**src/rtl/button_stepped_pwm_dimmer_macros.svh**
```systemverilog
// assertion macros shared by the dimmer rtl
// no dependencies; included by modules that carry concurrent checks
`ifndef BUTTON_STEPPED_PWM_DIMMER_MACROS_SVH
`define BUTTON_STEPPED_PWM_DIMMER_MACROS_SVH

// clocked check, disabled while reset is asserted
`define BSPD_ASSERT_RST(lbl, clk, rst_n, prop, msg) \
	lbl: assert property (@(posedge clk) disable iff (!rst_n) (prop)) else $error(msg);

// clocked check that also holds during reset
`define BSPD_ASSERT_ALW(lbl, clk, prop, msg) \
	lbl: assert property (@(posedge clk) (prop)) else $error(msg);

`endif

```
**src/rtl/bspd_pkg.sv**
```systemverilog
// shared types and constants for the button stepped pwm dimmer
// no dependencies; imported by every rtl module of the block
`default_nettype none

package bspd_pkg;

	// register map, byte address bits [3:2]
	localparam logic [1:0] REG_PERIOD_TOP = 2'd0;
	localparam logic [1:0] REG_STEP_SIZE  = 2'd1;
	localparam logic [1:0] REG_PRESCALE   = 2'd2;
	localparam logic [1:0] REG_DEBOUNCE   = 2'd3;

	localparam int ADDR_W = 4;

	// register reset values
	localparam logic [15:0] PERIOD_TOP_RST = 16'd62500;
	localparam logic [12:0] STEP_SIZE_RST  = 13'd6250;
	localparam logic [10:0] PRESCALE_RST   = 11'd256;
	localparam logic [23:0] DEBOUNCE_RST   = 24'd320000;

	// duty step limits
	localparam logic [3:0] MIN_STEP = 4'd1;
	localparam logic [3:0] MAX_STEP = 4'd10;

	// prescaler limit
	localparam logic [10:0] PRESCALE_MAX = 11'd1024;

	// status from the press sequencer to the timer and output
	typedef struct packed {
		logic [3:0] duty_step;
		logic [3:0] duty_next;
		logic       busy;
	} press_stat_t;

endpackage

`default_nettype wire

```
**src/rtl/bspd_press.sv**
```systemverilog
// button press sequencer: debounce, hold, debounce, then duty step
// depends on bspd_pkg and button_stepped_pwm_dimmer_macros.svh
`default_nettype none

`include "button_stepped_pwm_dimmer_macros.svh"

module bspd_press (
	input  wire                  clk,
	input  wire                  arst_n,
	input  wire                  advance,
	input  wire                  up_button_n,
	input  wire                  down_button_n,
	input  wire  [23:0]          debounce_ticks,
	output bspd_pkg::press_stat_t stat
);
	import bspd_pkg::*;

	typedef enum logic [1:0] {
		PH_IDLE,
		PH_WAIT1,
		PH_HELD,
		PH_WAIT2
	} phase_t;

	phase_t      phase_q, phase_d;
	logic        is_down_q, is_down_d;
	logic [23:0] deb_cnt_q, deb_cnt_d;
	logic [3:0]  duty_q, duty_d;

	logic [24:0] deb_inc;
	logic        deb_done;
	logic        held_level;

	// debounce wait ends when the next count reaches the limit
	assign deb_inc  = {1'b0, deb_cnt_q} + 25'd1;
	assign deb_done = deb_inc >= {1'b0, debounce_ticks};
	assign held_level = is_down_q ? down_button_n : up_button_n;

	// next state of the sequencer for one tick
	always_comb begin
		phase_d   = phase_q;
		is_down_d = is_down_q;
		deb_cnt_d = deb_cnt_q;
		duty_d    = duty_q;
		unique case (phase_q)
			PH_IDLE: begin
				if (!up_button_n) begin
					is_down_d = 1'b0;
					phase_d   = PH_WAIT1;
					deb_cnt_d = '0;
				end else if (!down_button_n) begin
					is_down_d = 1'b1;
					phase_d   = PH_WAIT1;
					deb_cnt_d = '0;
				end
			end
			PH_WAIT1: begin
				deb_cnt_d = deb_done ? 24'd0 : deb_inc[23:0];
				if (deb_done) phase_d = PH_HELD;
			end
			PH_HELD: begin
				if (held_level) begin
					phase_d   = PH_WAIT2;
					deb_cnt_d = '0;
				end
			end
			PH_WAIT2: begin
				deb_cnt_d = deb_done ? 24'd0 : deb_inc[23:0];
				if (deb_done) begin
					phase_d = PH_IDLE;
					if (is_down_q) begin
						if (duty_q > MIN_STEP) duty_d = duty_q - 4'd1;
					end else begin
						if (duty_q < MAX_STEP) duty_d = duty_q + 4'd1;
					end
				end
			end
			default: phase_d = PH_IDLE;
		endcase
	end

	// state registers, moved once per accepted word
	always_ff @(posedge clk or negedge arst_n) begin
		if (!arst_n) begin
			phase_q   <= PH_IDLE;
			is_down_q <= 1'b0;
			deb_cnt_q <= '0;
			duty_q    <= MIN_STEP;
		end else if (advance) begin
			phase_q   <= phase_d;
			is_down_q <= is_down_d;
			deb_cnt_q <= deb_cnt_d;
			duty_q    <= duty_d;
		end
	end

	assign stat.duty_step = duty_q;
	assign stat.duty_next = advance ? duty_d : duty_q;
	assign stat.busy      = phase_q != PH_IDLE;

	// checks
	`BSPD_ASSERT_RST(a_duty_range, clk, arst_n, (duty_q >= MIN_STEP) && (duty_q <= MAX_STEP), "duty step out of range")
	`BSPD_ASSERT_RST(a_duty_hold, clk, arst_n, !advance || (phase_q != PH_WAIT2) |=> $stable(duty_q), "duty moved outside release debounce")
	`BSPD_ASSERT_RST(a_idle_stay, clk, arst_n, advance && (phase_q == PH_IDLE) && up_button_n && down_button_n |=> phase_q == PH_IDLE, "press started with no button down")
	`BSPD_ASSERT_RST(a_up_wins, clk, arst_n, advance && (phase_q == PH_IDLE) && !up_button_n |=> !is_down_q, "up button lost priority")

endmodule

`default_nettype wire

```
**src/rtl/bspd_timer.sv**
```systemverilog
// prescaled fast pwm counter with compare latched at each period start
// depends on bspd_pkg
`default_nettype none

module bspd_timer (
	input  wire        clk,
	input  wire        arst_n,
	input  wire        advance,
	input  wire [15:0] period_top,
	input  wire [12:0] step_size,
	input  wire [10:0] prescale_ticks,
	input  wire [3:0]  duty_next,
	output logic       pwm_level
);
	import bspd_pkg::*;

	logic [9:0]  pre_cnt_q;
	logic [15:0] period_q;
	logic [15:0] compare_q;

	logic [10:0] ticks;
	logic [10:0] pre_inc;
	logic        pre_wrap;
	logic        period_wrap;
	logic [16:0] product;
	logic [15:0] wanted;

	// clamp prescale to 1..1024
	always_comb begin
		priority if (prescale_ticks == 11'd0) ticks = 11'd1;
		else if (prescale_ticks > PRESCALE_MAX) ticks = PRESCALE_MAX;
		else ticks = prescale_ticks;
	end

	assign pre_inc     = {1'b0, pre_cnt_q} + 11'd1;
	assign pre_wrap    = pre_inc >= ticks;
	assign period_wrap = period_q >= period_top;

	// compare target, saturated to 16 bits
	assign product = 17'(duty_next) * 17'(step_size);
	assign wanted  = product[16] ? 16'hFFFF : product[15:0];

	// counters
	always_ff @(posedge clk or negedge arst_n) begin
		if (!arst_n) begin
			pre_cnt_q <= '0;
			period_q  <= '0;
			compare_q <= 16'(STEP_SIZE_RST) * 16'(MIN_STEP);
		end else if (advance) begin
			if (pre_wrap) begin
				pre_cnt_q <= '0;
				if (period_wrap) begin
					period_q  <= '0;
					compare_q <= wanted;
				end else begin
					period_q <= period_q + 16'd1;
				end
			end else begin
				pre_cnt_q <= pre_inc[9:0];
			end
		end
	end

	assign pwm_level = period_q <= compare_q;

endmodule

`default_nettype wire

```
**src/rtl/button_stepped_pwm_dimmer.sv**
```systemverilog
// Output: a result word is registered and valid in the cycle after its input word is accepted.
// Throughput: one word per cycle; the output register alone sets the pace and
// s_tready drops only while a held result is not taken.
// Reset: arst_n clears counters, press state and output valid at once;
// registers return to 62500, 6250, 256, 320000 and the duty step to one.
// Depends on bspd_pkg, bspd_press and bspd_timer.
`default_nettype none

module button_stepped_pwm_dimmer (
	input  wire        clk,
	input  wire        arst_n,
	// input stream
	input  wire        s_tvalid,
	output logic       s_tready,
	input  wire  [7:0] s_tdata,   // [0] up_button_n, [1] down_button_n, [7:2] zero
	// result stream
	output logic       m_tvalid,
	input  wire        m_tready,
	output logic [7:0] m_tdata,   // [0] pwm_level, [4:1] duty_step, [5] button_busy, [7:6] zero
	// configuration port
	input  wire                          psel,
	input  wire                          penable,
	input  wire                          pwrite,
	input  wire  [bspd_pkg::ADDR_W-1:0]  paddr,
	input  wire  [31:0]                  pwdata,
	output logic [31:0]                  prdata,
	output logic                         pready
);
	import bspd_pkg::*;

	logic [15:0] period_top_q;
	logic [12:0] step_size_q;
	logic [10:0] prescale_q;
	logic [23:0] debounce_q;

	logic        advance;
	logic        cfg_wr;
	logic        pwm_level;
	press_stat_t stat;

	logic       m_tvalid_q;
	logic [7:0] m_tdata_q;

	// configuration registers
	assign pready = 1'b1;
	assign cfg_wr = psel && penable && pwrite && pready;

	always_ff @(posedge clk or negedge arst_n) begin
		if (!arst_n) begin
			period_top_q <= PERIOD_TOP_RST;
			step_size_q  <= STEP_SIZE_RST;
			prescale_q   <= PRESCALE_RST;
			debounce_q   <= DEBOUNCE_RST;
		end else if (cfg_wr) begin
			unique case (paddr[3:2])
				REG_PERIOD_TOP: period_top_q <= pwdata[15:0];
				REG_STEP_SIZE:  step_size_q  <= pwdata[12:0];
				REG_PRESCALE:   prescale_q   <= pwdata[10:0];
				REG_DEBOUNCE:   debounce_q   <= pwdata[23:0];
				default: ;
			endcase
		end
	end

	// register read back
	always_comb begin
		unique case (paddr[3:2])
			REG_PERIOD_TOP: prdata = {16'd0, period_top_q};
			REG_STEP_SIZE:  prdata = {19'd0, step_size_q};
			REG_PRESCALE:   prdata = {21'd0, prescale_q};
			REG_DEBOUNCE:   prdata = {8'd0, debounce_q};
			default:        prdata = '0;
		endcase
	end

	// a word is taken whenever the output register is free or draining
	assign s_tready = !m_tvalid_q || m_tready;
	assign advance  = s_tvalid && s_tready;

	bspd_press u_press (
		.clk            (clk),
		.arst_n         (arst_n),
		.advance        (advance),
		.up_button_n    (s_tdata[0]),
		.down_button_n  (s_tdata[1]),
		.debounce_ticks (debounce_q),
		.stat           (stat)
	);

	bspd_timer u_timer (
		.clk            (clk),
		.arst_n         (arst_n),
		.advance        (advance),
		.period_top     (period_top_q),
		.step_size      (step_size_q),
		.prescale_ticks (prescale_q),
		.duty_next      (stat.duty_next),
		.pwm_level      (pwm_level)
	);

	// result register, shows state as it was when the word arrived
	always_ff @(posedge clk or negedge arst_n) begin
		if (!arst_n) begin
			m_tvalid_q <= 1'b0;
		end else if (advance) begin
			m_tvalid_q <= 1'b1;
		end else if (m_tready) begin
			m_tvalid_q <= 1'b0;
		end
	end

	always_ff @(posedge clk) begin
		if (advance) begin
			m_tdata_q <= {2'b00, stat.busy, stat.duty_step, pwm_level};
		end
	end

	assign m_tvalid = m_tvalid_q;
	assign m_tdata  = m_tdata_q;

endmodule

`default_nettype wire

```
**config.mk**
```make
export PLATFORM = sky130hd
export DESIGN_NAME = button_stepped_pwm_dimmer
export DESIGN_NICKNAME = d
export VERILOG_FILES = /design/src/rtl/bspd_pkg.sv /design/src/rtl/bspd_press.sv /design/src/rtl/bspd_timer.sv /design/src/rtl/button_stepped_pwm_dimmer.sv
export VERILOG_INCLUDE_DIRS = /design/src /design/src/rtl
export SDC_FILE = /design/constraint.sdc
export NUM_CORES = 1
export LEC_CHECK = 0
export BUFFER_PORTS_ARGS = -buffer_cell sky130_fd_sc_hd__buf_4
export CAP_MARGIN = 10
export CORE_ASPECT_RATIO = 0.9
export CORE_MARGIN = 4
export CORE_UTILIZATION = 40
export CTS_CLUSTER_DIAMETER = 30
export DETAILED_ROUTE_END_ITERATION = 16
export GPL_ROUTABILITY_DRIVEN = 0
export GPL_TIMING_DRIVEN = 0
export SLEW_MARGIN = 0
export SYNTH_ARGS = -nofsm -noshare
export SYNTH_HDL_FRONTEND = slang
export SYNTH_SLANG_ARGS = --single-unit
```
**constraint.sdc**
```tcl
create_clock -name clk -period 10.3 [get_ports clk]
set_input_delay 0.515 -clock clk [delete_from_list [all_inputs] [get_ports clk]]
set_output_delay 0.515 -clock clk [all_outputs]
set_load 0.02 [all_outputs]
```
* Word-level counts from Yosys, hierarchy flattened
Cells that the tools add are included.
** Storage, ports and cells
- Input bits :: 51
- Word-level logic and storage cells :: 85
- Output and inout bits :: 43
- Register bits after elaboration :: 144
** Cells by class
- $mul :: 1
- Eq/ne operators :: 11
- Magnitude comparators :: 7
- Reductions and logical operators :: 20
- $add $sub $neg :: 5
- Muxes and demuxes :: 28
** Operator list (number)
- $pmux 32 s4 :: 1
- $mux 24 :: 4
- $pmux 24 s3 :: 1
- $mux 16 :: 2
- $add 24x1->25 const B :: 1
- $ge 25x24->1 :: 1
- $mux 4 :: 6
- $mux 11 :: 2
- $mul 4x13->17 :: 1
- $add 16x1->16 const B :: 1
- $ge 16x16->1 :: 1
- $le 16x16->1 :: 1
- $add 10x1->11 const B :: 1
- $ge 11x11->1 :: 1
- $gt 11x11->1 const B :: 1
- $logic_not 11->1 :: 1
- $mux 10 :: 1
- $mux 2 :: 5
- $reduce_and 2->1 :: 5
- $reduce_and 3->1 :: 3
- $eq 2x2->1 const B :: 4
- $pmux 2 s4 :: 1
- $ne 2x1->1 const B :: 3
- $mux 1 :: 5
- other kinds (14) :: 19

* Logic depth before layout (Yosys ltp)
Gate-level depths: netlist of the first run.
- Word-level depth :: 8
- Gate-level depth with buffers :: 29
- Mapped depth without buffers :: 27

* Modules after synthesis
A second synthesis of the first run with hierarchy kept.
** Unflattened totals
- Cell total of the unflattened synthesis :: 1082
- Area, all modules :: 10742.8 um^2
** By module, submodules not included
- bspd_timer :: cells an instance 548, area an instance 4780.8 um^2, sequential area each 1058.5 um^2, times used 1
- button_stepped_pwm_dimmer :: cells an instance 199, area an instance 3198.1 um^2, sequential area each 1830.5 um^2, times used 1
- bspd_press :: cells an instance 335, area an instance 2763.9 um^2, sequential area each 777.0 um^2, times used 1

* Worst setup path after synthesis of the first run
No wires, ideal clock.
- Path kind :: register to register
- Start :: reg u_press.deb_cnt_q[9]
- End :: reg u_timer.compare_q[10]
- Path buffers :: 1
- Clock period less this slack :: 6.539 ns
- Stages on the path, launching flop included :: 26
- Required time :: 10.179 ns
- Arrival :: 6.417 ns
- Setup time :: 0.121 ns
- Slack :: 3.761 ns
- Cell sequence :: dfrtp_1 nand2_1 or3_1 nor3_1 nand3_1 xnor2_1 ha_1 nor2b_1 o41ai_4 o311ai_4 o21ai_2 mux2i_2 and2b_1 fa_1 inv_1 fa_1 inv_1 ha_1 nand4_1 nor2_1 a2111oi_1 o21ai_1 a211oi_2 nand3_1 buf_2 o22a_1
** Between the ends
- Word-level cells in the longest chain between the ends :: 7
** Ends and longest elaborated chain
- start: declaration :: line bspd_press.sv:27 : logic [23:0] deb_cnt_q, deb_cnt_d;
- start signal: assignment :: line bspd_press.sv:92 : deb_cnt_q <= deb_cnt_d;
- $add 24x1->25 :: line bspd_press.sv:35 : assign deb_inc = {1'b0, deb_cnt_q} + 25'd1;
- $ge 25x24->1 :: line bspd_press.sv:36 : assign deb_done = deb_inc >= {1'b0, debounce_ticks};
- $mux 4 :: line bspd_press.sv:69 : if (deb_done) begin
- $mux 4 :: line bspd_press.sv:45 : unique case (phase_q)
- $mux 4 :: line bspd_press.sv:98 : assign stat.duty_next = advance ? duty_d : duty_q;
- $mul 4x13->17 :: line bspd_timer.sv:40 : assign product = 17'(duty_next) * 17'(step_size);
- $mux 16 :: line bspd_timer.sv:41 : assign wanted = product[16] ? 16'hFFFF : product[15:0];
- end signal: assignment :: line bspd_timer.sv:48 : compare_q <= 16'(STEP_SIZE_RST) * 16'(MIN_STEP);
- end signal: assignment :: line bspd_timer.sv:54 : compare_q <= wanted;
- end: declaration :: line bspd_timer.sv:19 : logic [15:0] compare_q;
Every way passes these cells.
A chain may end at the register's enable or synchronous reset.

==> metrics.md, run 1 <==
| Metric | Value |
|---|---|
| Reg-to-reg slack, setup | `2.44 ns` |
| Achievable clock frequency | `127 MHz` |
| Post-cts gate resize count | `0` |
| Flop pwr share | `37.5%` |
| Die Footprint | `28800 um^2` |
| Worst Path Required | `10.62 ns` |
| Remaining routing DRC violations | `0` |
| Synth warnings | `0` |
| Slew of the pin with the lowest slew margin | `0.808 ns` |
| Result of the run | `complete, no violations` |
| Dominant cells by area after synthesis | `dfrtp_1 (27%), ha_1 (12%), dfstp_2 (6.5%), o21ai_0 (4.8%), fa_1 (4.2%)` |
| Number of antenna violations at the first check in global routing | `0` |
| Share of post-route cells with drive strength above 1 | `16.2%` |
| Routed via count | `8300` |
| Total negative setup slack | `0 ns` |
| Clk Tree Root Cell | `clkbuf_16` |
| Total power draw | `2.17 mW` |
| Type of element capturing the critical path | `flip-flop` |
| Remaining global-route overflow | `0` |
| Fraction of synthesized cell area taken by the top area cell type | `26.8%` |
| Final core utilization | `47.3%` |
| Summed instance area of the synthesized netlist | `10500 um^2` |
| Time the final worst path needs with I/O delays and setup | `7.86 ns` |
| # H-tree levels | `4` |
| Mapped Avg Cell Area | `9.30 um^2` |
| Final hold vios | `0` |
| Drt first-iter violations | `436` |
| Antenna-violating nets left | `0` |
| Crit path capture | `u_timer.compare_q[8]` |
| First-pass iteration count of the detailed router | `5` |
| Hold buffer count at CTS | `0` |
| Pleak | `5.69 nW` |
| Number of placed I/O pins | `94` |
| Number of buffers on the longest clock path | `2` |
| Largest net degree at the start of global routing | `84` |
| Final Max Slew Viols | `0` |
| Share of total power consumed by net switching | `34.6%` |
| WL final | `27.3 mm` |
| Routed wire length per instance | `17.4 um` |
| Flops & latches, synth | `144` |
| Tcrit/Tclk final | `76.4%` |
| Sequential-to-total area share from yosys stat | `35.0%` |
| Initial standard-cell utilization of the core | `41.1%` |
| Critical path buffers and inverters | `4` |
| Wire length of the first global-routing pass | `44.6 mm` |
| Die Wd | `178 um` |
| P&R area growth vs syn | `15.2%` |
| Total clock buffers created by CTS | `17` |
| Worst min path class | `in -> async` |
| MaxCap Viol Count | `0` |
| Kind of cell with the highest combined delay on the critical path | `compound AO/OA/AOI/OAI gates` |
| Worst-path maximum fanout | `10` |
| Vias in the first global route | `8297` |
| Final setup violating endpoints | `0` |
| Cell taking the most area after synthesis | `dfrtp_1` |
| Least setup slack across all paths after layout | `2.44 ns` |
| Worst path slowest cell | `a31oi_1` |
| Number of cells on the critical path | `27` |
| Placement Setup Slack | `2.47 ns` |
| Launching point of the worst reg2reg path | `u_press.deb_cnt_q[2]` |
| CP Launch Point | `u_press.deb_cnt_q[2]` |
| Combinational Power Share | `32.3%` |
| Clk_skew | `0.00739 ns` |
| Internal | `1.42 mW` |
| Class of the most critical setup path | `reg -> reg` |
| Final HPWL from detailed placement | `21.5 mm` |
| Capture instance of the worst register-to-register path | `u_timer.compare_q[8]` |
| Slowest Stage Delay on Critical Path | `0.61 ns` |
| FF-to-FF path depth | `27` |
| Overall track demand over capacity in global routing | `19.6%` |
| Clock transition at the registers of the reported paths | `0.06 ns` |
| Top flip-flop cell by instance count after synthesis | `dfrtp_1` |
| Setup repair after global routing missed its margin | `false` |
| Number of I/O port buffers | `64` |
| Standard-cell rows | `55` |
| Vias/cell | `5.28` |
| Clock Sink Count | `144` |
| Gate count after technology mapping | `1125` |
| Core area | `25500 um^2` |
| Top cell types by occurrence after synthesis | `inv_1 (113), dfrtp_1 (112), nand2_1 (112)` |
| Total setup buffers inserted after CTS | `0` |
| Total number of nets in the final design | `1389` |
| Launching element type of the critical path | `flip-flop` |
| Worst path arrival time | `8.18 ns` |
| Power Density | `180 nW/um^2` |
| Count of flip-flops with a built-in enable after synthesis | `6` |
| CTS tree | `built` |
| Netlist cell types | `72` |
| Worst slew margin relative to its limit | `45.9%` |
| Diode insertion count for antenna repair | `0` |
| Die span in y | `161 um` |
| NetSw | `750 uW` |
| Clock share of power | `30.2%` |
| Async S/R FF share, synth | `95.8%` |
| Clock latency on the worst-skew pair | `0.43 ns` |
| Library cell with the highest instance count after synthesis | `inv_1` |
| IR drop worst, VDD | `0.137 mV` |
## power by group through the flow
| stage | Sequential (mW) | Combinational (mW) | Clock (mW) |
|---|---|---|---|
| floorplan | 0.777 | 0.497 | 0 |
| global placement | 0.817 | 0.681 | 0 |
| detailed placement | 0.821 | 0.697 | 0 |
| CTS | 0.812 | 0.706 | 0.664 |
| global route | 0.828 | 0.790 | 0.693 |
| finish | 0.814 | 0.701 | 0.655 |
## final cells by class
class                      instances  area, um^2
inverter                         114         428
timing repair buffer              65         512
multi-input combinational        825        6150
clock inverter                     9         129
buffer                            51         256
sequential                       144        3670
tap                              342         428
fill                            2456       13400
clock buffer                      23         489
## through the flow
stage | std cells | hold slack (ns) | instance area, um^2
2_1_floorplan | 1134 | 0.219 | 10500
6_report | 1573 | 0.0498 | 12100
5_1_grt | 1573 | 0.0843 | 12100
3_3_place_gp | 1540 | 0.482 | 11400
3_5_place_dp | 1541 | 0.461 | 11400
4_1_cts | 1573 | 0.0708 | 12100
## sequential cells by signal (all words and copies together), names as in the netlist
signal and count:
u_press.is_down_q 1, u_timer.pre_cnt_q 10, m_tdata 6, u_press.deb_cnt_q 24, prescale_q 11, u_timer.period_q 16, debounce_q 24, u_press.phase_q 2
u_press.duty_q 4, period_top_q 16, m_tvalid 1, step_size_q 13, u_timer.compare_q 16
## cells by family (layout without fill, tap and decap cells)
family | Yosys count | after routing | share of synthesized area [%]
and+or+nand+nor | 359 | 359 | 17.1
AOI/OAI and AO/OA | 245 | 245 | 15.5
buffers and inverters | 165 | 262 | 6.54
DFF | 144 | 144 | 35.0
adders and majority gates | 120 | 120 | 15.9
muxes | 51 | 51 | 6.58
xor gates and xnor gates | 39 | 39 | 3.26
other | 2 | 11 | 0.0718
## cell usage in the layout (no fill, tap or decap), types with 21 or more instances in the layout
master	synthesis	final
a21oi_1	30	30
and2_1	21	21
and3_1	21	21
buf_4	13	76
clkbuf_1	27	30
dfrtp_1	112	112
dfstp_2	26	26
fa_1	22	22
ha_1	98	98
inv_1	113	113
mux2_2	29	29
nand2_1	112	112
nand3_1	35	35
nor2_1	63	63
nor2b_1	34	34
o21ai_0	100	100
## worst register-to-register path, cell delays in order (launching register included)
cell	delay, ns
dfrtp_1	0.43
and3_1	0.26
nand4_1	0.28
nor3_1	0.58
nand3_1	0.24
xnor2_1	0.19
ha_1	0.29
nand3_1	0.11
nor2_1	0.18
o21ai_0	0.11
a31oi_1	0.61
o21ai_2	0.23
o2bb2ai_2	0.31
buf_2	0.30
nand2_1	0.11
fa_1	0.51
inv_1	0.06
fa_1	0.56
inv_1	0.07
fa_1	0.45
nor2b_1	0.16
o31a_1	0.21
o211ai_1	0.16
o2111a_1	0.28
a211oi_2	0.40
nand3_1	0.22
buf_2	0.24
o22a_1	0.19
## worst min-delay path by stage
stage / slack [ns] / endpoint / cells after the start
2_1_floorplan: 0.22 / debounce_q[0] / 0
3_3_place_gp: 0.48 / m_tdata[4] / 0
3_5_place_dp: 0.46 / m_tdata[4] / 0
4_1_cts: 0.07 / u_timer.compare_q[14] / 1
5_1_grt: 0.08 / u_timer.compare_q[14] / 1
6_report: 0.05 / u_timer.compare_q[14] / 1
## metal layers
metal / wire [um] / GRT usage, % / vias up / part of all wire, %
met3: 1060 / 3.70 / 31 / 3.9
met2: 12400 / 30.7 / 150 / 45
met1: 13200 / 27.7 / 4027 / 48
met5: 0 / 0 / - / 0
met4: 655 / 5.82 / 0 / 2.4
li1: - / - / 4092 / -
No activity file was read; power rests on OpenSTA's default activity.
==> run 2: changes to the inputs <==
- clock period: 10.3 -> 6.7 ns (I/O delays scaled with it)
==> run 2 against run 1 <==
Compared with the run above:
- core utilization is 3.8 points higher
- first-iteration DRC count up 19%
- register-to-register slack worse by 2.3 ns
- hold slack improved by 0.055 ns
- clock power grew 54%
- sequential share of layout area decreased by 2.3 points
- sequential power up 55%
- non-clock buffer count increased by 63
- global-route usage increased by 0.58 points
- final cell count rose by 4.0%
==> metrics.md, run 2 (same netlist as run 1, synthesis figures left out) <==
| Metric | Value |
|---|---|
| Total number of nets in the final design | `1452` |
| Tightest hold margin | `0.105 ns` |
| Layout fillers | `2356` |
| Number of antenna violations at the first check in global routing | `0` |
| Worst-path maximum fanout | `8` |
| Number of placed I/O pins | `94` |
| Clock transition at the registers of the reported paths | `0.07 ns` |
| Time the final worst path needs with I/O delays and setup | `6.54 ns` |
| Result of the run | `complete, no violations` |
| Remaining routing DRC violations | `0` |
| P&R area growth vs syn | `24.5%` |
| Remaining global-route overflow | `0` |
| Slew of the pin with the lowest slew margin | `0.673 ns` |
| CTS tree | `built` |
| Vias/cell | `5.29` |
| Core area | `25500 um^2` |
| Flop pwr share | `36.7%` |
| Slowest Stage Delay on Critical Path | `0.55 ns` |
| Pleak | `6.09 nW` |
| Worst min path class | `in -> reg` |
| Power Density | `263 nW/um^2` |
| Class of the most critical setup path | `reg -> reg` |
| Number of buffers on the longest clock path | `2` |
| Final Max Slew Viols | `0` |
| Overall track demand over capacity in global routing | `20.2%` |
| WL final | `29.0 mm` |
| Launching element type of the critical path | `flip-flop` |
| Die span in y | `161 um` |
| Post-route insts no fill | `1636` |
| IR drop worst, VDD | `0.211 mV` |
| Setup repair after global routing missed its margin | `true` |
| Wire length of the first global-routing pass | `45.9 mm` |
| Internal | `2.23 mW` |
| # H-tree levels | `4` |
| Initial standard-cell utilization of the core | `41.1%` |
| Die Wd | `178 um` |
| Antenna-violating nets left | `0` |
| Placed instance count | `1541` |
| Total clock buffers created by CTS | `17` |
| Number of I/O port buffers | `64` |
| First-pass iteration count of the detailed router | `6` |
| Vias in the first global route | `8534` |
| Largest net degree at the start of global routing | `84` |
| Largest registers ranked by flip-flop count | `debounce_q x24, u_press.deb_cnt_q x24` |
| Combinational Power Share | `33.8%` |
| Clock share of power | `29.5%` |
| Final core utilization | `51.2%` |
| Drt first-iter violations | `521` |
| Diode insertion count for antenna repair | `0` |
| Final hold vios | `0` |
| MaxCap Viol Count | `0` |
| Routed via count | `8660` |
| Worst slew margin relative to its limit | `55.2%` |
| Final setup violating endpoints | `0` |
| Reg-to-reg slack, setup | `0.16 ns` |
| Die Footprint | `28800 um^2` |
| Worst path slowest cell | `fa_1` |
| Tcrit/Tclk final | `97.6%` |
| Achievable clock frequency | `153 MHz` |
| Clk_skew | `0.00987 ns` |
| Clock latency on the worst-skew pair | `0.44 ns` |
| Final HPWL from detailed placement | `21.5 mm` |
| NetSw | `1.19 mW` |
| Type of element capturing the critical path | `flip-flop` |
| Worst path arrival time | `6.85 ns` |
| Share of post-route cells with drive strength above 1 | `25.3%` |
| Commonest cells after routing, fill and taps aside | `buf_4 (135), dfrtp_1 (110), nand2_1 (109)` |
| Routed wire length per instance | `17.7 um` |
| Commonest non-fill, non-tap cell in the layout | `buf_4` |
| Clk Tree Root Cell | `clkbuf_16` |
| Standard-cell rows | `55` |
| Worst Path Required | `7.02 ns` |
| Clock Sink Count | `144` |
| Share of total power consumed by net switching | `34.8%` |
| Total power draw | `3.42 mW` |
==> run 2: routing by layer <==
layer  track usage [%]  vias to the layer above  share of wire, %
met5                 0                        -                 0
met4              6.21                        0               2.1
met3              3.81                       26               4.2
met2              32.0                      199                47
met1              28.1                     4217                47
li1                  -                     4218                 -
==> run 2: power groups by stage <==
stage	clock, mW	combinational, mW	sequential (mW)
2_1_floorplan	0	0.764	1.19
3_3_place_gp	0	1.05	1.26
3_5_place_dp	0	1.07	1.26
4_1_cts	1.02	1.12	1.25
5_1_grt	1.06	1.30	1.28
6_report	1.01	1.16	1.26
==> run 2: worst max-delay path, delay by kind of cell (launching register included) <==
| family | cells | cell delay (ns) |
|---|---|---|
| buffers and inverters | 8 | 1.07 |
| adder cells (fa/ha/maj) | 4 | 1.71 |
| AO/OA/AOI/OAI | 9 | 1.59 |
| flip-flops | 1 | 0.41 |
| AND/OR/NAND/NOR | 9 | 1.48 |
| XOR/XNOR | 1 | 0.16 |
==> run 2: repair_timing <==
item                                    in CTS  in global routing
hold endpoints to repair                    49                  0
endpoints found under the setup margin      16                 16
gates resized for setup                     52                 45
setup buffers                               37                 25
pin swaps                                   34                 37
hold buffers                                 1                  0
gates cloned                                 1                  0
==> run 2: final timing paths <==
| path | startpoint | end | cells past startpoint |
|---|---|---|---|
| worst max register to register | u_press.deb_cnt_q[1] | u_timer.compare_q[9] | 31 |
| worst max-delay path | u_press.deb_cnt_q[1] | u_timer.compare_q[9] | 31 |
| max in group asynchronous | arst_n | debounce_q[18] | 3 |
| worst min register to register | u_press.duty_q[3] | m_tdata[4] | 0 |
| worst min-delay path | pwdata[20] | debounce_q[20] | 3 |
| min in group asynchronous | arst_n | u_timer.compare_q[14] | 2 |
==> run 2: final cells by class <==
cell class	count	area, um^2	share of cell area, %
inverters	114	428	3.28
clock inverters	9	129	0.989
clock buffers	23	489	3.75
plain buffers	50	269	2.06
flip-flops and latches	144	3670	28.2
well taps	342	428	3.28
repair buffers	129	1010	7.79
multi-input cells	825	6600	50.7
==> run 2: per-stage QoR <==
| step | TNS, ns | worst slack (ns) | area, um^2 |
|---|---|---|---|
| after floorplan | 0 | 0.161 | 10500 |
| after global placement | -14.29 | -1.04 | 11400 |
| after detailed placement | -15.70 | -1.13 | 11400 |
| after CTS | 0 | 0.00376 | 12600 |
| after global routing | -0.814 | -0.0792 | 13000 |
| final | 0 | 0.163 | 13000 |
